File: src/hdl/epd_pkg.sv
`default_nettype none
// ----------------------------------------------------------------------------
// epd_pkg: shared constants, types and tables for the endless pot decoder
// Holds the field widths, the pot scale, the CORDIC arctangent table and the
// status type that the queue hands to its neighbors.
// ----------------------------------------------------------------------------
package epd_pkg;

  localparam int WIPER_W        = 10;
  localparam int POS_W          = 11;
  localparam int STEP_W         = 11;
  localparam int POT_MAX        = 1024;
  localparam int HALF_POT       = POT_MAX / 2;
  localparam int PHASE_BITS_DEF = 16;

  localparam int CORDIC_ITERS = 28;
  localparam int CORDIC_FRAC  = 30;
  localparam int CORDIC_W     = 43;
  localparam int Z_W          = 32;

  localparam int FIFO_DEPTH = 4;

  typedef struct packed {
    logic full;
    logic empty;
  } fifo_status_t;

  // atan(2^-i) in units of 2^-32 turn
  function automatic logic [Z_W-1:0] atan_val(input int unsigned i);
    logic [Z_W-1:0] r;
    case (i)
      0:       r = 32'd536870912;
      1:       r = 32'd316933406;
      2:       r = 32'd167458907;
      3:       r = 32'd85004756;
      4:       r = 32'd42667331;
      5:       r = 32'd21354465;
      6:       r = 32'd10679838;
      7:       r = 32'd5340245;
      8:       r = 32'd2670163;
      9:       r = 32'd1335087;
      10:      r = 32'd667544;
      11:      r = 32'd333772;
      12:      r = 32'd166886;
      13:      r = 32'd83443;
      14:      r = 32'd41722;
      15:      r = 32'd20861;
      16:      r = 32'd10430;
      17:      r = 32'd5215;
      18:      r = 32'd2608;
      19:      r = 32'd1304;
      20:      r = 32'd652;
      21:      r = 32'd326;
      22:      r = 32'd163;
      23:      r = 32'd81;
      24:      r = 32'd41;
      25:      r = 32'd20;
      26:      r = 32'd10;
      27:      r = 32'd5;
      default: r = '0;
    endcase
    return r;
  endfunction

endpackage
`default_nettype wire

File: src/hdl/epd_back.sv
`default_nettype none
// ----------------------------------------------------------------------------
// epd_back: position and linear step tracker
// Pops one request per cycle while the queue has one and no result is stalled
// on res_ready, updates the kept state and loads the result register.
// ----------------------------------------------------------------------------
module epd_back
  import epd_pkg::*;
#(
  parameter int PHASE_BITS = PHASE_BITS_DEF,
  parameter int ENTRY_W    = 2 * WIPER_W + PHASE_BITS + POS_W
) (
  input  wire logic               clk,
  input  wire logic               rst_n,
  input  wire fifo_status_t       q_status,
  input  wire logic [ENTRY_W-1:0] q_data,
  output logic                    q_pop,
  output logic                    res_valid,
  input  wire logic               res_ready,
  output logic [POS_W-1:0]        position,
  output logic [STEP_W-1:0]       position_step,
  output logic [STEP_W-1:0]       linear_step
);

  localparam int TOT_W = WIPER_W + 2;
  localparam logic signed [POS_W:0] HALF_S = (POS_W + 1)'(HALF_POT);
  localparam logic signed [POS_W:0] MAX_S  = (POS_W + 1)'(POT_MAX);

  logic [WIPER_W-1:0]        a;
  logic [WIPER_W-1:0]        b;
  logic [PHASE_BITS-1:0]     phase;
  logic [POS_W-1:0]          pos;

  logic [WIPER_W-1:0]        last_a_r;
  logic [WIPER_W-1:0]        last_b_r;
  logic [PHASE_BITS-1:0]     last_phase_r;
  logic [POS_W-1:0]          last_pos_r;
  logic signed [1:0]         rem_r;
  logic signed [1:0]         rem_nxt;

  logic                      res_valid_r;
  logic [POS_W-1:0]          position_r;
  logic [STEP_W-1:0]         position_step_r;
  logic [STEP_W-1:0]         linear_step_r;

  logic signed [POS_W:0]     step_raw;
  logic signed [POS_W:0]     step;
  logic [PHASE_BITS-1:0]     dphase;
  logic [WIPER_W-1:0]        da;
  logic [WIPER_W-1:0]        db;
  logic [WIPER_W-1:0]        m;
  logic signed [TOT_W-1:0]   m_s;
  logic signed [TOT_W-1:0]   total;
  logic signed [TOT_W-1:0]   total_adj;
  logic signed [TOT_W-1:0]   emit;

  assign {a, b, phase, pos} = q_data;
  assign q_pop = !q_status.empty && (!res_valid_r || res_ready);

  always_comb begin
    step_raw = $signed({1'b0, pos}) - $signed({1'b0, last_pos_r});
    if (step_raw > HALF_S) begin
      step = step_raw - MAX_S;
    end else if (step_raw < -HALF_S) begin
      step = step_raw + MAX_S;
    end else begin
      step = step_raw;
    end

    dphase = phase - last_phase_r;

    da = (a >= last_a_r) ? a - last_a_r : last_a_r - a;
    db = (b >= last_b_r) ? b - last_b_r : last_b_r - b;
    m  = (da < db) ? da : db;

    // half-turn difference counts as negative, zero as positive
    m_s       = dphase[PHASE_BITS-1] ? -$signed({2'b00, m}) : $signed({2'b00, m});
    total     = $signed({{(TOT_W-2){rem_r[1]}}, rem_r}) + m_s;
    // truncate toward zero
    total_adj = total + $signed({{(TOT_W-1){1'b0}}, total[TOT_W-1]});
    emit      = total_adj >>> 1;
    if (!total[0]) begin
      rem_nxt = 2'sd0;
    end else begin
      rem_nxt = total[TOT_W-1] ? -2'sd1 : 2'sd1;
    end
  end

  always_ff @(posedge clk) begin
    if (!rst_n) begin
      res_valid_r  <= 1'b0;
      last_a_r     <= '0;
      last_b_r     <= '0;
      last_phase_r <= '0;
      last_pos_r   <= '0;
      rem_r        <= '0;
    end else begin
      if (q_pop) begin
        res_valid_r  <= 1'b1;
        last_a_r     <= a;
        last_b_r     <= b;
        last_phase_r <= phase;
        last_pos_r   <= pos;
        rem_r        <= rem_nxt;
      end else if (res_ready) begin
        res_valid_r <= 1'b0;
      end
    end
  end

  always_ff @(posedge clk) begin
    if (q_pop) begin
      position_r      <= pos;
      position_step_r <= step[STEP_W-1:0];
      linear_step_r   <= emit[STEP_W-1:0];
    end
  end

  assign res_valid     = res_valid_r;
  assign position      = position_r;
  assign position_step = position_step_r;
  assign linear_step   = linear_step_r;

endmodule
`default_nettype wire

File: config.mk
export PLATFORM = sky130hd
export DESIGN_NAME = epd_back
export DESIGN_NICKNAME = d
export VERILOG_FILES = /design/src/hdl/epd_pkg.sv /design/src/hdl/epd_back.sv
export SDC_FILE = /design/constraint.sdc
export NUM_CORES = 1
export LEC_CHECK = 0
export BUFFER_PORTS_ARGS = -buffer_cell sky130_fd_sc_hd__buf_2
export CELL_PAD_IN_SITES_DETAIL_PLACEMENT = 1
export CELL_PAD_IN_SITES_GLOBAL_PLACEMENT = 1
export CORE_ASPECT_RATIO = 1.4
export CORE_MARGIN = 2
export CORE_UTILIZATION = 45
export DETAILED_ROUTE_END_ITERATION = 10
export PLACE_DENSITY_LB_ADDON = 0.1
export SLEW_MARGIN = 5
export SYNTH_ARGS = -nofsm -noshare
export SYNTH_HDL_FRONTEND = slang
export SYNTH_SLANG_ARGS = --single-unit
File: constraint.sdc
create_clock -name clk -period 13.2 [get_ports clk]
set_input_delay 1.32 -clock clk [delete_from_list [all_inputs] [get_ports clk]]
set_output_delay 1.32 -clock clk [all_outputs]
set_load 0.005 [all_outputs]
==> results of run 1 <==
[placed cells by master, fill, tap and decap left out, types with 9 or more instances in the layout]
cell,synthesis,final
nand2_1,128,128
inv_1,103,103
ha_1,87,87
buf_2,3,85
a21boi_0,53,53
a21oi_1,51,51
dfxtp_1,50,50
nor2_1,43,43
o21ai_0,34,34
edfxtp_1,33,33
a21o_1,26,26
xor2_1,22,22
xnor2_1,20,20
nand2b_1,18,17
nand3_1,15,15
nor3_1,13,13
mux2i_1,13,13
nor2b_1,10,10
a211oi_1,9,9
a31oi_1,9,9
clkbuf_16,0,9
[worst max-delay path: cells and delay by family]
kind                     cells  cell delay [ps]
buffers and inverters        4              300
AND/OR/NAND/NOR              7              880
adder cells (fa/ha/maj)      6             1700
multiplexers                 2              710
XOR/XNOR                     4             1220
AO/OA/AOI/OAI               14             3530
[routing by layer]
metal / GRT usage (%) / share of wire (%) / vias up
met3: 2.92 / 2.6 / 30
met4: 9.23 / 2.8 / 0
li1: - / - / 3130
met1: 23.1 / 41 / 2957
met5: 0 / 0 / -
met2: 42.5 / 53 / 92
[synth_stat cells (15+ instances only)]
cell,number,share of area (%)
a21boi_0,53,5.5
o21ai_0,34,2.4
clkbuf_1,22,1.1
a21oi_1,51,3.5
nor2_1,43,2.2
nand3_1,15,1.0
a21o_1,26,2.7
inv_1,103,5.4
nand2b_1,18,1.6
nand2_1,128,6.7
dfxtp_1,50,14
edfxtp_1,33,14
xor2_1,22,2.7
ha_1,87,15
xnor2_1,20,2.4
[path summary, 6_finish.rpt]
kind                                     from              to  slack [ps]
worst min register to register  last_pos_r[2]   last_pos_r[2]         470
worst max-delay path               q_data[27]  linear_step[5]        3610
worst max register to register    last_b_r[0]  linear_step[5]        4390
worst min-delay path            last_pos_r[2]   last_pos_r[2]         470
[state kept, by name, indices dropped and copies added, names as in the netlist]
name           flops
last_phase_r      16
position          11
res_valid          1
last_pos_r        11
last_b_r          10
position_step     11
last_a_r          10
linear_step       11
rem_r              2
[kinds of logic (layout without fill, tap and decap cells)]
logic type | after synthesis | count (layout) | share of synthesized area (%)
simple gates | 272 | 272 | 18.1
compound gates | 230 | 230 | 22.3
buf+inv | 134 | 207 | 7.28
fa+ha+maj | 93 | 93 | 16.7
flops | 83 | 83 | 27.6
xor+xnor | 45 | 45 | 5.77
mux | 15 | 15 | 2.18
[power by group]
part | total (mW) | switching (mW) | leakage (nW) | internal, mW
clock | 0.264 | 0.115 | 0.140 | 0.149
sequential | 0.339 | 0.0151 | 0.730 | 0.323
combinational | 0.658 | 0.391 | 2.78 | 0.268
[final cells by class]
class / count / area [sq um] / share of cell area [%]
repair buffers: 87 / 440 / 5.46
inverters: 104 / 390 / 4.84
multi-input cells: 655 / 4700 / 58.3
flip-flops and latches: 83 / 1990 / 24.7
clock inverters: 6 / 71.3 / 0.884
well taps: 196 / 245 / 3.04
clock buffers: 10 / 229 / 2.84
[metrics by stage]
step	total power, mW	area (sq um)	utilization [%]
after floorplan	0.847	7220	-
after global placement	0.964	7770	49.6
after detailed placement	1.00	7770	49.6
after CTS	1.27	8070	51.5
after global routing	1.36	8070	51.5
final	1.26	8070	51.5
==> results.yml, run 1 <==
outcome:
  outcome: "finished clean"
timing:
  worst_pin_slew_ps: 987
  fin_setup_tns_ps: 0
  period_minus_slack_ps: 9590
  rsz0062_at_grt: "no"
  hold_violations: 0
  clock_skew_ps: 15.6
  setup_viol_count_final: 0
  slew_headroom_pct: 34.2
  timing.final.ws_setup_ps: 3610
  holdWs_ps: 466
  fmax_mhz: 104
  finalMaxSlewViolations: 0
  finalCritPeriodShare_pct: 72.6
drt:
  drc: 0
  wl_per_cell_microns: 16.0
  vias_per_cell: 5.44
  drt_iter0_drc: 192
  drt-total-wl_microns: 18300
  drt-pass1-iter-count: 4
  vias: 6209
  antenna_left: 0
synthesis:
  async_reset_ff_share_pct: 0
  synth_nets: 1017
  ys_seq_area_share_pct: 27.6
  synthesis.area_sq_um: 7220
  ys_warn_count: 0
  syn_area_per_cell_sq_um: 8.28
  syn-instance-count: 872
  synth_edf_count: 33
  synth_cell_types: 79
  synth-seq-cells: 83
  yosys_most_used_dff: "dfxtp_1"
placed_design:
  dp_hpwl_microns: 14100
  gp_congestion: 0.833
  dp_slack_ps: 3280
  io_buffers: 85
  placed_cells: 1125
floorplan:
  die_h_microns: 154
  fp.dieW_microns: 111
  die_area_sq_um: 17100
  coreArea_sq_um: 15700
  pin_count: 87
  rows: 54
  start_util_pct: 46.0
clocking:
  hold_buffers: 0
  cts.clk_slew.worst_paths_ps: 70
  ctsHtreeMaxLevel: 3
  cts_buffers: 9
  cts-resized-gates: 0
  postCtsSetupBuffers: 0
  clock-sinks: 83
  clock_latency_ps: 360
  cts_root_buf: "clkbuf_16"
  cts_max_path_buffers: 2
  cts_tree: "yes"
global_routing:
  grt_start_max_net_pins: 83
  grt_use_total_pct: 21.8
  grt_pass1_vias: 6767
  antenna_found_initial: 0
  grt.overflow.total: 0
  grt_pass1_wl_microns: 30900
critical_path:
  start_kind: "input port"
  critPathRequiredTime_ps: 13290
  endpoint_kind: "register"
  crit_type: "input port to register"
  slowest_stage: "a31oi_4"
  cp.arrival_ps: 9670
  r2r_cells: 35
  max_stage_delay_ps: 610
  worstPathMaxFanout: 23
flow_run:
  cap_viol_max_count: 0
worst_hold_path:
  whs_path_depth: 2
  worst_hold_path_type: "register to register"
power:
  p_leak_nw: 3.65
  max-vdd-ir-drop_uv: 110
  cellPowerDensity_nw_per_um2: 156
layout:
  n_antenna_cell: 0
  n_fill_cell: 1953
  nNetsFinal: 1085
  drive_above_1_share_pct: 14.3
  instances_no_fill: 1141
  syn_to_final_growth_pct: 11.8
Note: power is estimated with default switching activity, not from simulation.
==> run 2, diff against run 1 <==
--- a/config.mk
+++ b/config.mk
@@ -10,7 +10,7 @@
 export CELL_PAD_IN_SITES_GLOBAL_PLACEMENT = 1
 export CORE_ASPECT_RATIO = 1.4
 export CORE_MARGIN = 2
-export CORE_UTILIZATION = 45
+export CORE_UTILIZATION = 41
 export DETAILED_ROUTE_END_ITERATION = 10
 export PLACE_DENSITY_LB_ADDON = 0.1
 export SLEW_MARGIN = 5
==> constraint.sdc (replaced) <==
create_clock -name clk -period 8 [get_ports clk]
set_input_delay 0.8 -clock clk [delete_from_list [all_inputs] [get_ports clk]]
set_output_delay 0.8 -clock clk [all_outputs]
set_load 0.005 [all_outputs]
==> results.yml, run 2 (synthesized netlist as in run 1, its figures left out) <==
outcome:
  outcome: "finished clean"
layout:
  n_antenna_cell: 0
  most-common-layout-cells: "nand2_1, inv_1, ha_1, buf_2, buf_4"
  nNetsFinal: 1139
  largest_reg_flops: 16
  syn_to_final_growth_pct: 19.8
  top_register: "last_phase_r"
  drive_above_1_share_pct: 20.8
  instances_no_fill: 1235
  final_common_cell: "nand2_1"
  n_fill_cell: 2130
timing:
  period_minus_slack_ps: 7670
  hold_violations: 0
  finalCritPeriodShare_pct: 95.9
  clock_skew_ps: 16.7
  fmax_mhz: 130
  fin_setup_tns_ps: 0
  setup_viol_count_final: 0
  finalMaxSlewViolations: 0
  slew_headroom_pct: 35.5
  worst_pin_slew_ps: 967
floorplan:
  fp.dieW_microns: 116
  pin_count: 87
  die_area_sq_um: 18700
  die_h_microns: 161
  start_util_pct: 41.7
  coreArea_sq_um: 17300
  rows: 57
placed_design:
  placed_cells: 1215
  io_buffers: 85
  dp_hpwl_microns: 14900
  gp_congestion: 0.832
critical_path:
  cp_top_family: "compound AO/OA/AOI/OAI gates"
  r2r_cells: 36
  crit_type: "input port to register"
  cp.arrival_ps: 7760
  max_stage_delay_ps: 480
  slowest_stage: "a2111oi_4"
  worstPathMaxFanout: 5
  cp.depth: 38
  start_kind: "input port"
  endpoint_kind: "register"
  reg2reg_from: "last_b_r[0]"
  critPathLaunch: "q_data[27]"
  critical_path_buf_inv_count: 7
  critPathRequiredTime_ps: 8090
flow_run:
  cap_viol_max_count: 0
worst_hold_path:
  whs_path_depth: 2
  worst_hold_path_type: "register to register"
  min_from: "last_b_r[9]"
drt:
  drt-total-wl_microns: 19000
  vias: 6408
  drc: 0
  antenna_left: 0
  vias_per_cell: 5.19
  wl_per_cell_microns: 15.4
  drt-pass1-iter-count: 7
  drt_iter0_drc: 184
power:
  p_leak_nw: 3.94
  max-vdd-ir-drop_uv: 106
  cellPowerDensity_nw_per_um2: 271
global_routing:
  grt_pass1_wl_microns: 31600
  grt_use_total_pct: 20.9
  grt.overflow.total: 0
  grt_pass1_vias: 6955
  grt_start_max_net_pins: 83
  antenna_found_initial: 0
clocking:
  cts.clk_slew.worst_paths_ps: 70
  cts_max_path_buffers: 2
  ctsHtreeMaxLevel: 3
  cts_root_buf: "clkbuf_16"
  clock-sinks: 83
  cts_tree: "yes"
  clock_latency_ps: 360
  cts_buffers: 9
## run 2: worst min-delay path, delay by kind of cell, from the launching register on
family,cells,cell delay (ps)
simple gates,1,50
flops,1,310
compound gates,1,60
## run 2: worst paths after layout
path	slack [ps]	endpoint
setup / recovery	330	linear_step[9]
hold / removal	470	last_b_r[9]
setup reg to reg	550	linear_step[9]
hold reg to reg	470	last_b_r[9]
## run 2: timing repair
item                                   in CTS  in global routing
buffers inserted                            1                  3
hold buffers                                0                  0
cloned                                      0                  0
pin swaps                                   1                  6
gates resized for setup                     2                 17
endpoints found under the hold margin       0                  0
setup endpoints to repair                   4                  9
## run 2: per-stage QoR
step	setup slack [ps]	area [sq um]	util (%)	hold slack (ps)	power, mW
6_report	329	8650	49.9	467	2.34
4_1_cts	15.5	8550	49.3	471	2.32
3_5_place_dp	-447	8200	47.3	461	1.83
3_3_place_gp	-86.9	8200	47.3	453	1.75
2_1_floorplan	1.65	7220	-	443	1.40
5_1_grt	-111	8650	49.9	497	2.52
## run 2: power by group
part           switching, mW  internal [mW]
sequential            0.0251          0.534
clock                  0.191          0.279
combinational          0.712          0.600
total                  0.928           1.41
## run 2: cell type report
cell class                 count  area (sq um)  area share [%]
sequential                    83          1990            23.0
clock buffer                   9           225            2.60
clock inverter                 7           106            1.23
timing repair buffer         141           846            9.78
tap                          236           295            3.41
inverter                     104           390            4.51
multi-input combinational    655          4790            55.4
## run 2: per-layer routing
metal | GRT usage (%) | share of wire, %
met1 | 22.4 | 42
met2 | 41.1 | 54
met3 | 3.00 | 2.4
met4 | 6.66 | 2.0
met5 | 0 | 0
