--- config.mk ---
export PLATFORM = sky130hd
export DESIGN_NAME = epd_fifo
export DESIGN_NICKNAME = d
export VERILOG_FILES = /design/src/hdl/epd_pkg.sv /design/src/hdl/epd_fifo.sv
export SDC_FILE = /design/constraint.sdc
export NUM_CORES = 1
export LEC_CHECK = 0
export CAP_MARGIN = 20
export CORE_UTILIZATION = 55
export DETAILED_ROUTE_END_ITERATION = 10
export DONT_BUFFER_PORTS = 1
export GPL_ROUTABILITY_DRIVEN = 0
export PLACE_DENSITY = 0.66
export SYNTH_ARGS = -nofsm -noshare
export SYNTH_HDL_FRONTEND = slang
export SYNTH_SLANG_ARGS = --single-unit
--- constraint.sdc ---
create_clock -name clk -period 4.18 [get_ports clk]
set_input_delay 0.209 -clock clk [delete_from_list [all_inputs] [get_ports clk]]
set_output_delay 0.209 -clock clk [all_outputs]
set_load 0.05 [all_outputs]
--- src/hdl/epd_pkg.sv ---
`default_nettype none
// ----------------------------------------------------------------------------
// epd_pkg: shared constants, types and tables for the endless pot decoder
// Holds the field widths, the pot scale, the CORDIC arctangent table and the
// status type that the queue hands to its neighbors.
// ----------------------------------------------------------------------------
package epd_pkg;

  localparam int WIPER_W        = 10;
  localparam int POS_W          = 11;
  localparam int STEP_W         = 11;
  localparam int POT_MAX        = 1024;
  localparam int HALF_POT       = POT_MAX / 2;
  localparam int PHASE_BITS_DEF = 16;

  localparam int CORDIC_ITERS = 28;
  localparam int CORDIC_FRAC  = 30;
  localparam int CORDIC_W     = 43;
  localparam int Z_W          = 32;

  localparam int FIFO_DEPTH = 4;

  typedef struct packed {
    logic full;
    logic empty;
  } fifo_status_t;

  // atan(2^-i) in units of 2^-32 turn
  function automatic logic [Z_W-1:0] atan_val(input int unsigned i);
    logic [Z_W-1:0] r;
    case (i)
      0:       r = 32'd536870912;
      1:       r = 32'd316933406;
      2:       r = 32'd167458907;
      3:       r = 32'd85004756;
      4:       r = 32'd42667331;
      5:       r = 32'd21354465;
      6:       r = 32'd10679838;
      7:       r = 32'd5340245;
      8:       r = 32'd2670163;
      9:       r = 32'd1335087;
      10:      r = 32'd667544;
      11:      r = 32'd333772;
      12:      r = 32'd166886;
      13:      r = 32'd83443;
      14:      r = 32'd41722;
      15:      r = 32'd20861;
      16:      r = 32'd10430;
      17:      r = 32'd5215;
      18:      r = 32'd2608;
      19:      r = 32'd1304;
      20:      r = 32'd652;
      21:      r = 32'd326;
      22:      r = 32'd163;
      23:      r = 32'd81;
      24:      r = 32'd41;
      25:      r = 32'd20;
      26:      r = 32'd10;
      27:      r = 32'd5;
      default: r = '0;
    endcase
    return r;
  endfunction

endpackage
`default_nettype wire

--- src/hdl/epd_fifo.sv ---
`default_nettype none
// ----------------------------------------------------------------------------
// epd_fifo: request queue between angle pipeline and tracker
// Small register queue; the head entry is visible while not empty.
// ----------------------------------------------------------------------------
module epd_fifo
  import epd_pkg::*;
#(
  parameter int ENTRY_W = 2 * WIPER_W + PHASE_BITS_DEF + POS_W
) (
  input  wire logic               clk,
  input  wire logic               rst_n,
  input  wire logic               push,
  input  wire logic [ENTRY_W-1:0] push_data,
  input  wire logic               pop,
  output logic [ENTRY_W-1:0]      head_data,
  output fifo_status_t            status
);

  localparam int PTR_W = (FIFO_DEPTH > 1) ? $clog2(FIFO_DEPTH) : 1;
  localparam int CNT_W = $clog2(FIFO_DEPTH + 1);

  logic [ENTRY_W-1:0] mem_r [FIFO_DEPTH];
  logic [PTR_W-1:0]   wr_ptr_r;
  logic [PTR_W-1:0]   rd_ptr_r;
  logic [CNT_W-1:0]   count_r;
  logic               do_push;
  logic               do_pop;

  assign status.full  = (count_r == CNT_W'(FIFO_DEPTH));
  assign status.empty = (count_r == '0);
  assign do_push      = push && !status.full;
  assign do_pop       = pop && !status.empty;
  assign head_data    = mem_r[rd_ptr_r];

  function automatic logic [PTR_W-1:0] ptr_inc(input logic [PTR_W-1:0] p);
    return (p == PTR_W'(FIFO_DEPTH - 1)) ? '0 : p + PTR_W'(1);
  endfunction

  always_ff @(posedge clk) begin
    if (!rst_n) begin
      wr_ptr_r <= '0;
      rd_ptr_r <= '0;
      count_r  <= '0;
    end else begin
      if (do_push) begin
        wr_ptr_r <= ptr_inc(wr_ptr_r);
      end
      if (do_pop) begin
        rd_ptr_r <= ptr_inc(rd_ptr_r);
      end
      if (do_push && !do_pop) begin
        count_r <= count_r + CNT_W'(1);
      end else if (do_pop && !do_push) begin
        count_r <= count_r - CNT_W'(1);
      end
    end
  end

  always_ff @(posedge clk) begin
    if (do_push) begin
      mem_r[wr_ptr_r] <= push_data;
    end
  end

endmodule
`default_nettype wire

==> results.tsv, run 1 <==
metric	value	unit
Die Width	117	um
Die Y	117	um
Seq/Total Area, Yosys	80.0	%
first-pass GRT wire length	17700	um
share of cells above drive strength 1	23.0	%
Top Ports	100	
Final min period	2.72	ns
Clock transition at path regs	0.07	ns
Routed wire per std cell	21.7	um
CTS tree	done	
dominant combinational cell family by area after synthesis	multiplexers	
total congestion overflow	0	
crit-path cells	nor3b_2 -> nor2b_1 -> ha_1 -> inv_1 -> fa_1 -> xor2_1 -> or3_1 -> a21boi_0	
Detail Placement HPWL	6560	um
Syn Std Cell Area	7280	um^2
worst path arrival time	3.05	ns
TritonRoute pass-1 iters	4	
worst hold slack	0.0951	ns
cell taking the most area after synthesis	edfxtp_1	
via count	3061	
register area	5830	um^2
max_cap viols	0	
Syn Inst Count	296	
syn_area_per_cell	24.6	um^2
Filler Cells Inserted	812	
number of global-route vias before repair	3170	
row cnt	41	
complex-gate fraction of the synthesized area	0.412	%
initial drt markers	252	
status	completed	
DRC	0	
setup violators final	0	
cell area after placement	7450	um^2
Max Slew Vio Count	0	
Crit path largest cell delay	0.74	ns
Final Skew	0.0141	ns
Post-Synth Adder-Cell Area	1.31	%
power density cells	664	nW/um^2
largest net degree at the start of global routing	48	
post-route setup slack	1.46	ns
initial antenna violation count	0	
total power	0.00563	W
Worst Path Max Fanout	7	
setup_tns	0	ns
synthesized-area fraction occupied by and/or/nand/nor cells	1.41	%
slowest CP cell	nor3b_2	
Yosys reg bits	197	
mux cell area share after synthesis	14.9	%
cell area after layout	8480	um^2
Final Hold Violating Endpoints	0	
Core ar.	12800	um^2
fin crit share	65.1	%
relative slew slack	36.0	%
RSZ-0062 raised after global routing	false	
Clock Sinks	197	
critical path required time	4.51	ns
synth unique cells	25	
Layout area overhead	16.4	%
critical path class	flip-flop to flip-flop	
drt via density	5.65	
Startpoint Class	flip-flop	
Root Buffer	clkbuf_16	
Global Route Usage Sum	18.6	%
Ant. Diodes	0	
Antenna Nets Post-Route	0	
Max IR drop VDD	0.383	mV
Synth top area share	77.5	%
Post-Route WL	11800	um
Critical Path End Type	flip-flop	
Yosys warnings	0	
worst-skew pair later-pin latency	0.42	ns
CTS buffer count	17	
IO buf count	0	
Max Freq	367	MHz
Syn Nets	354	
H-tree levels	4	
Starting Density	57.0	%
Pleak	2.68	nW
area of the multi-input gates	1340	um^2
CTS max path bufs	2	
full die area	13700	um^2
top cells by area, synth	edfxtp_1 78%, mux4_2 15%, dfxtp_1 2.5%, ha_1 1.0%, buf_12 0.82%	
Hold Path Class	primary input to flip-flop	
Post-Synth XOR/XNOR Area	0.241	%
fin nets	415	
pre-CTS worst setup slack	1.46	ns
worst-margin pin slew	0.961	ns
## final timing paths
path,depth (start not counted),startpoint,to,slack [ns]
worst min register to register,2,wr_ptr_r[1],wr_ptr_r[1],0.51
worst min-delay path,2,pop,flip-flop,0.1
worst max-delay path,8,count_r[2],count_r[2],1.46
worst max register to register,8,count_r[2],count_r[2],1.46
## where the power goes
group	internal, W	switching (W)
Sequential	0.00241	0.000192
Clock	0.000872	0.000645
Combinational	0.000433	0.00108
## routing by layer
layer	vias up	part of all wire (%)	GRT usage, %	wire length (um)
li1	1370	-	-	-
met1	1579	41	23.2	4790
met2	100	51	30.3	6050
met3	12	6.9	6.95	808
met4	0	1.0	6.92	120
met5	-	0	0	0
## per-stage QoR
stage,utilization [%],instances
floorplan,-,296
global placement,58.3,462
detailed placement,58.3,462
CTS,66.4,542
global route,66.4,542
finish,66.4,542
## registers in the layout (all words and copies together), names as in the netlist, named ones only
register	count
rd_ptr_r	2
count_r	3
mem_r	188
wr_ptr_r	2
## cells in the final DEF, fill, tap and decap left out, drive strengths merged
cell | netlist | final
edfxtp | 188 | 188
dlygate4sd3 | 0 | 48
mux4 | 47 | 47
clkbuf | 2 | 21
dfxtp | 9 | 9
clkinv | 0 | 7
nand2 | 6 | 6
ha | 6 | 6
buf | 10 | 6
and2 | 5 | 5
inv | 3 | 3
mux2i | 3 | 3
o21ai | 3 | 3
nor2b | 2 | 2
nor2 | 2 | 2
nand3 | 2 | 2
clkinvlp | 0 | 2
bufinv | 0 | 2
nor3b | 1 | 1
nor3 | 1 | 1
o31ai | 1 | 1
xnor2 | 1 | 1
xor2 | 1 | 1
or3 | 1 | 1
a21boi | 1 | 1
fa | 1 | 1
## Yosys cell counts
| master | n |
|---|---|
| a21boi_0 | 1 |
| and2_1 | 5 |
| buf_12 | 3 |
| buf_2 | 5 |
| buf_4 | 1 |
| buf_6 | 1 |
| clkbuf_1 | 2 |
| dfxtp_1 | 9 |
| edfxtp_1 | 188 |
| fa_1 | 1 |
| ha_1 | 6 |
| inv_1 | 3 |
| mux2i_1 | 3 |
| mux4_2 | 47 |
| nand2_1 | 6 |
| nand3_1 | 2 |
| nor2_1 | 2 |
| nor2b_1 | 2 |
| nor3_1 | 1 |
| nor3b_1 | 1 |
| o21ai_0 | 3 |
| o31ai_1 | 1 |
| or3_1 | 1 |
| xnor2_1 | 1 |
| xor2_1 | 1 |
## repair_timing
action | CTS | global route
hold buffers | 48 | 0
buffers inserted | 0 | 0
hold endpoints to repair | 197 | 0
endpoints found under the setup margin | 0 | 0
gates resized for setup | 0 | 0
## cell type report
| class | count | share of cell area, % |
|---|---|---|
| timing repair buffer | 54 | 6.20 |
| tap | 172 | 2.54 |
| inverter | 3 | 0.133 |
| clock inverter | 11 | 1.30 |
| multi-input combinational | 84 | 15.9 |
| sequential | 197 | 68.8 |
| clock buffer | 21 | 5.20 |
## worst max-delay path: cells and delay by family, from the launching register on
kind	cells	cell delay, ns
and+or+nand+nor	3	1.36
adders and majority gates	2	0.50
DFF	1	0.40
xor gates and xnor gates	1	0.09
buffers and inverters	1	0.07
AOI/OAI and AO/OA	1	0.22
## cells by family after synthesis
group / count (synthesis)
XOR/XNOR: 2
AND/OR/NAND/NOR: 20
multiplexers: 50
AO/OA/AOI/OAI: 5
adder cells (fa/ha/maj): 7
flip-flops: 197
buffers and inverters: 15
No activity file was read; power rests on OpenSTA's default activity.
==> inputs of run 2 (changes only) <==
- clock period: 4.18 -> 2.8 ns (I/O delays scaled with it)
==> results.tsv, run 2 (synthesis gave the netlist of run 1 again) <==
metric	value	unit	change
Clock transition at path regs	0.06	ns	about the same
initial antenna violation count	0		unchanged
row cnt	41		unchanged
largest net degree at the start of global routing	48		unchanged
worst path arrival time	2.75	ns	-0.30 ns
Max IR drop VDD	0.479	mV	+25%
met1 Usage GRT	23.3	%	+0.057 points
Root Buffer	clkbuf_16		
total congestion overflow	0		unchanged
post-route setup slack	0.388	ns	-1.07 ns
Max Freq	415	MHz	+13%
Die Width	117	um	unchanged
Crit path largest cell delay	0.51	ns	-0.23 ns
Max Slew Vio Count	0		unchanged
drt via density	5.65		+0.10%
max_cap viols	0		unchanged
Clock Sinks	197		unchanged
Layout area overhead	19.5	%	
relative slew slack	53.8	%	+18 points
Die Y	117	um	unchanged
worst-margin pin slew	0.693	ns	-0.268 ns
met3 usage	7.26	%	+0.31 points
Final min period	2.41	ns	-0.310 ns
Startpoint Class	flip-flop		
first-pass GRT wire length	18400	um	+4.1%
pre-CTS worst setup slack	0.457	ns	-1.00 ns
CTS tree	done		
CTS max path bufs	2		unchanged
Global Route Usage Sum	19.2	%	+0.59 points
full die area	13700	um^2	unchanged
most frequent cells in the layout	188 x edfxtp_1, 48 x dlygate4sd3_1, 47 x mux4_2		
H-tree levels	4		unchanged
setup violators final	0		unchanged
worst hold slack	0.0378	ns	-0.0573 ns
total power	0.00891	W	+58%
Worst Path Max Fanout	5		-2
biggest regs	mem_r (188), count_r (3)		
fin nets	421		+1.4%
Biggest register	mem_r		
worst-skew pair later-pin latency	0.42	ns	about the same
Final Skew	0.00778	ns	-0.00628 ns
CP top delay family	compound AO/OA/AOI/OAI gates		
via count	3098		+1.2%
Filler Cells Inserted	807		-0.62%
status	completed		
worst setup path start	count_r[0]		
buffer and inverter count on the worst path	1		unchanged
Antenna Nets Post-Route	0		unchanged
max FFs per register	188		unchanged
Routed wire per std cell	21.7	um	+0.14%
initial drt markers	331		+31%
power density cells	1020	nW/um^2	+54%
slowest CP cell	o31ai_1		
Detail Placement HPWL	7010	um	+6.9%
Top Ports	100		unchanged
number of global-route vias before repair	3389		+6.9%
RSZ-0062 raised after global routing	false		
TritonRoute pass-1 iters	4		unchanged
IO buf count	0		unchanged
Core ar.	12800	um^2	unchanged
reg2reg start	count_r[0]		
DRC	0		unchanged
met2 Use GR	31.9	%	+1.6 points
fin crit share	86.2	%	+21 points
share of cells above drive strength 1	24.7	%	+1.8 points
setup_tns	0	ns	unchanged
crit-path cells	o31ai_1 -> ha_1 -> inv_1 -> fa_1 -> xor2_1 -> or3_1 -> a21boi_0		
hold path start	pop		
Hold Path Class	primary input to flip-flop		
Post-CTS Resized	0		unchanged
CTS buffer count	17		unchanged
Top Usage Layer GRT	met2		
most common cell after layout, fill and taps aside	edfxtp_1		
Reg2Reg Setup Slack	0.39	ns	-1.07 ns
Critical Path End Type	flip-flop		
Starting Density	57.0	%	unchanged
Ant. Diodes	0		unchanged
critical path required time	3.13	ns	-1.38 ns
Post-Route WL	11900	um	+1.2%
critical path class	flip-flop to flip-flop		
Final Hold Violating Endpoints	0		unchanged
Pleak	2.78	nW	+3.7%
run 2: where the power goes:
group | total [W] | switching, W | leakage, nW | internal (W)
Clock | 0.00270 | 0.000972 | 0.315 | 0.00172
Combinational | 0.00247 | 0.00176 | 0.667 | 0.000710
Sequential | 0.00375 | 0.000156 | 1.80 | 0.00359
run 2: final timing paths:
check        cells after the start     endpoint
min                              2    flip-flop
max                              7   count_r[2]
max reg2reg                      7   count_r[2]
min reg2reg                      2  wr_ptr_r[1]
run 2: repair_timing:
| action | CTS | global route |
|---|---|---|
| buffers inserted | 0 | 0 |
| hold buffers | 48 | 0 |
| hold endpoints to repair | 197 | 0 |
run 2: worst reg2reg max path: stages, from the launching register on:
cell      delay, ns
dfxtp_1        0.38
o31ai_1        0.51
ha_1           0.29
inv_1          0.06
fa_1           0.38
xor2_1         0.19
or3_1          0.31
a21boi_0       0.21
run 2: layout make-up:
| class | count | area (um^2) | share of cell area [%] |
|---|---|---|---|
| Sequential cell | 197 | 5830 | 67.0 |
| Timing Repair Buffer | 60 | 633 | 7.28 |
| Clock inverter | 8 | 195 | 2.24 |
| Multi-Input combinational cell | 84 | 1340 | 15.4 |
| Inverter | 3 | 11.3 | 0.129 |
| Tap cell | 172 | 215 | 2.47 |
| Clock buffer | 24 | 472 | 5.42 |
run 2: metrics by stage:
stage / utilization [%] / cells / area [um^2]
floorplan: - / 296 / 7290
global placement: 59.1 / 468 / 7550
detailed placement: 59.1 / 468 / 7550
CTS: 68.1 / 548 / 8700
global route: 68.1 / 548 / 8700
finish: 68.1 / 548 / 8700
run 2: per-layer routing:
layer,routed length (um),up-vias
li1,-,1375
met1,4670,1617
met2,6120,90
met3,915,16
met4,207,0
met5,0,-
==> inputs of run 3 (changes only) <==
- SETUP_SLACK_MARGIN: default -> 0.5
==> results.tsv, run 3 (synthesis gave the netlist of run 1 again) <==
metric	value	unit	change
status	completed		
Clock transition at path regs	0.07	ns	about the same
Worst Path Max Fanout	5		unchanged
cell internal pwr	0.00567	W	-5.9%
worst-margin pin slew	0.686	ns	-0.00630 ns
Final Skew	0.00812	ns	+0.000349 ns
setup violators final	0		unchanged
clock share of power	28.4	%	-1.9 points
initial drt markers	247		-25%
TritonRoute pass-1 iters	6		+2
net load switching power	0.00301	W	+4.5%
register area	5830	um^2	about the same
Reg2Reg Setup Slack	0.59	ns	+0.21 ns
RSZ-0062 raised after global routing	false		
Max Slew Vio Count	0		unchanged
Biggest register	mem_r		
Final Hold Violating Endpoints	0		unchanged
CTS tree	done		
Core ar.	12800	um^2	unchanged
Global Route Usage Sum	18.3	%	-0.98 points
initial antenna violation count	1		+1
drt via density	5.63		-0.42%
Top Ports	100		unchanged
post-route setup slack	0.593	ns	+0.205 ns
biggest regs	mem_r (188), count_r (3)		
Die Y	117	um	unchanged
Root Buffer	clkbuf_16		
relative slew slack	54.2	%	+0.42 points
H-tree levels	4		unchanged
Seq pwr share	43.4	%	+1.3 points
share of cells above drive strength 1	26.7	%	+1.9 points
Post-Route WL	11500	um	-3.1%
Critical Path End Type	flip-flop		
hold path start	push_data[7]		
Layout area overhead	19.2	%	
IO buf count	0		unchanged
Net Sw Frac	34.7	%	+2.3 points
worst path arrival time	2.55	ns	-0.20 ns
reg2reg start	count_r[2]		
fin nets	420		-0.24%
power density cells	1000	nW/um^2	-2.3%
max_cap viols	0		unchanged
CTS buffer count	17		unchanged
Logic pwr share	28.2	%	+0.5 points
Startpoint Class	flip-flop		
worst r2r path cells	8		+1
Antenna Nets Post-Route	0		unchanged
most frequent cells in the layout	188 x edfxtp_1, 50 x dlygate4sd3_1, 47 x mux4_2		
WHS Path Cells	1		-1
critical path class	flip-flop to flip-flop		
largest net degree at the start of global routing	26		-46%
number of global-route vias before repair	3164		-6.6%
max FFs per register	188		unchanged
Starting Density	57.0	%	unchanged
CTS max path bufs	2		unchanged
Die Width	117	um	unchanged
critical path required time	3.14	ns	about the same
full die area	13700	um^2	unchanged
fin crit share	78.8	%	-7.3 points
reg-to-reg endpoint	count_r[2]		
first-pass GRT wire length	17300	um	-5.7%
row cnt	41		unchanged
Final min period	2.21	ns	-0.205 ns
Max Freq	453	MHz	+9.3%
Hold Path Class	primary input to flip-flop		
area of the multi-input gates	1360	um^2	+1.4%
worst-skew pair later-pin latency	0.43	ns	about the same
via count	3085		-0.42%
total congestion overflow	0		unchanged
Hold EP	mem_r[1][7]		
Routed wire per std cell	21.1	um	-3.1%
Max IR drop VDD	0.608	mV	+27%
Clock Sinks	197		unchanged
Filler Cells Inserted	818		+1.4%
DRC	0		unchanged
final core occ	67.9	%	-0.17 points
most common cell after layout, fill and taps aside	edfxtp_1		
total power	0.00868	W	-2.5%
setup_tns	0	ns	unchanged
pre-CTS worst setup slack	0.304	ns	-0.153 ns
Detail Placement HPWL	6780	um	-3.3%
Pleak	2.76	nW	-0.54%
-- run 3: cell count changes in the layout (fill, tap and decap cells not counted), moves of 2 or more --
cell and delta:
buf_4 -4, bufinv_16 -4, clkbuf_1 -5, clkbuf_8 -2
clkinv_4 +2, dfxtp_1 -3, dfxtp_2 +3, dlygate4sd3_1 +2
inv_6 +5, inv_8 +5
-- run 3: stage by stage --
step	std cells	hold WS, ns	cell area (um^2)
finish	548	0.421	8680
global route	548	0.405	8680
CTS	546	0.395	8670
detailed placement	464	0.239	7540
global placement	464	0.239	7540
floorplan	296	0.239	7300
-- run 3: cell type report --
type	instances	share of cell area (%)
multi-input cells	84	15.7
repair buffers	59	7.41
well taps	172	2.48
diodes	1	0.0288
clock buffers	17	4.90
clock inverters	15	2.13
inverters	3	0.130
flip-flops and latches	197	67.2
-- run 3: power groups by stage --
stage / registers (W) / clock network, W / logic (W)
5_1_grt: 0.00381 / 0.00262 / 0.00256
3_3_place_gp: 0.00382 / 0 / 0.00238
4_1_cts: 0.00378 / 0.00251 / 0.00248
6_report: 0.00377 / 0.00246 / 0.00245
2_1_floorplan: 0.00372 / 0 / 0.00222
3_5_place_dp: 0.00384 / 0 / 0.00239
-- run 3: worst max-delay path by stage --
| stage | from | end | slack (ns) | depth (start not counted) |
|---|---|---|---|---|
| after floorplan | count_r[1] | count_r[2] | 0.64 | 9 |
| after global placement | count_r[0] | count_r[2] | 0.40 | 8 |
| after detailed placement | count_r[0] | count_r[2] | 0.30 | 8 |
| after CTS | count_r[2] | count_r[2] | 0.50 | 8 |
| after global routing | count_r[0] | count_r[2] | 0.51 | 8 |
| final | count_r[2] | count_r[2] | 0.59 | 8 |
-- run 3: timing repair --
| item | in CTS | in global routing |
|---|---|---|
| gates resized for setup | 3 | 3 |
| hold buffers | 50 | 0 |
| buffers inserted | 0 | 1 |
| endpoints found under the setup margin | 99 | 1 |
| endpoints found under the hold margin | 197 | 0 |
| pin swaps | 0 | 1 |
-- run 3: critical path, stage by stage, from the launching register on --
cell	delay [ns]
dfxtp_2	0.37
nor3b_4	0.59
nor2b_4	0.11
ha_1	0.25
inv_1	0.07
fa_1	0.17
xor2_1	0.08
or3_1	0.30
a21boi_0	0.17
-- run 3: metal layers --
layer  vias up  global-route usage, %  wire [um]
met4         0                   9.03        231
met2        79                   28.2       5830
met3        17                   6.80        741
met5         -                      0          0
li1       1386                      -          -
met1      1603                   23.0       4740
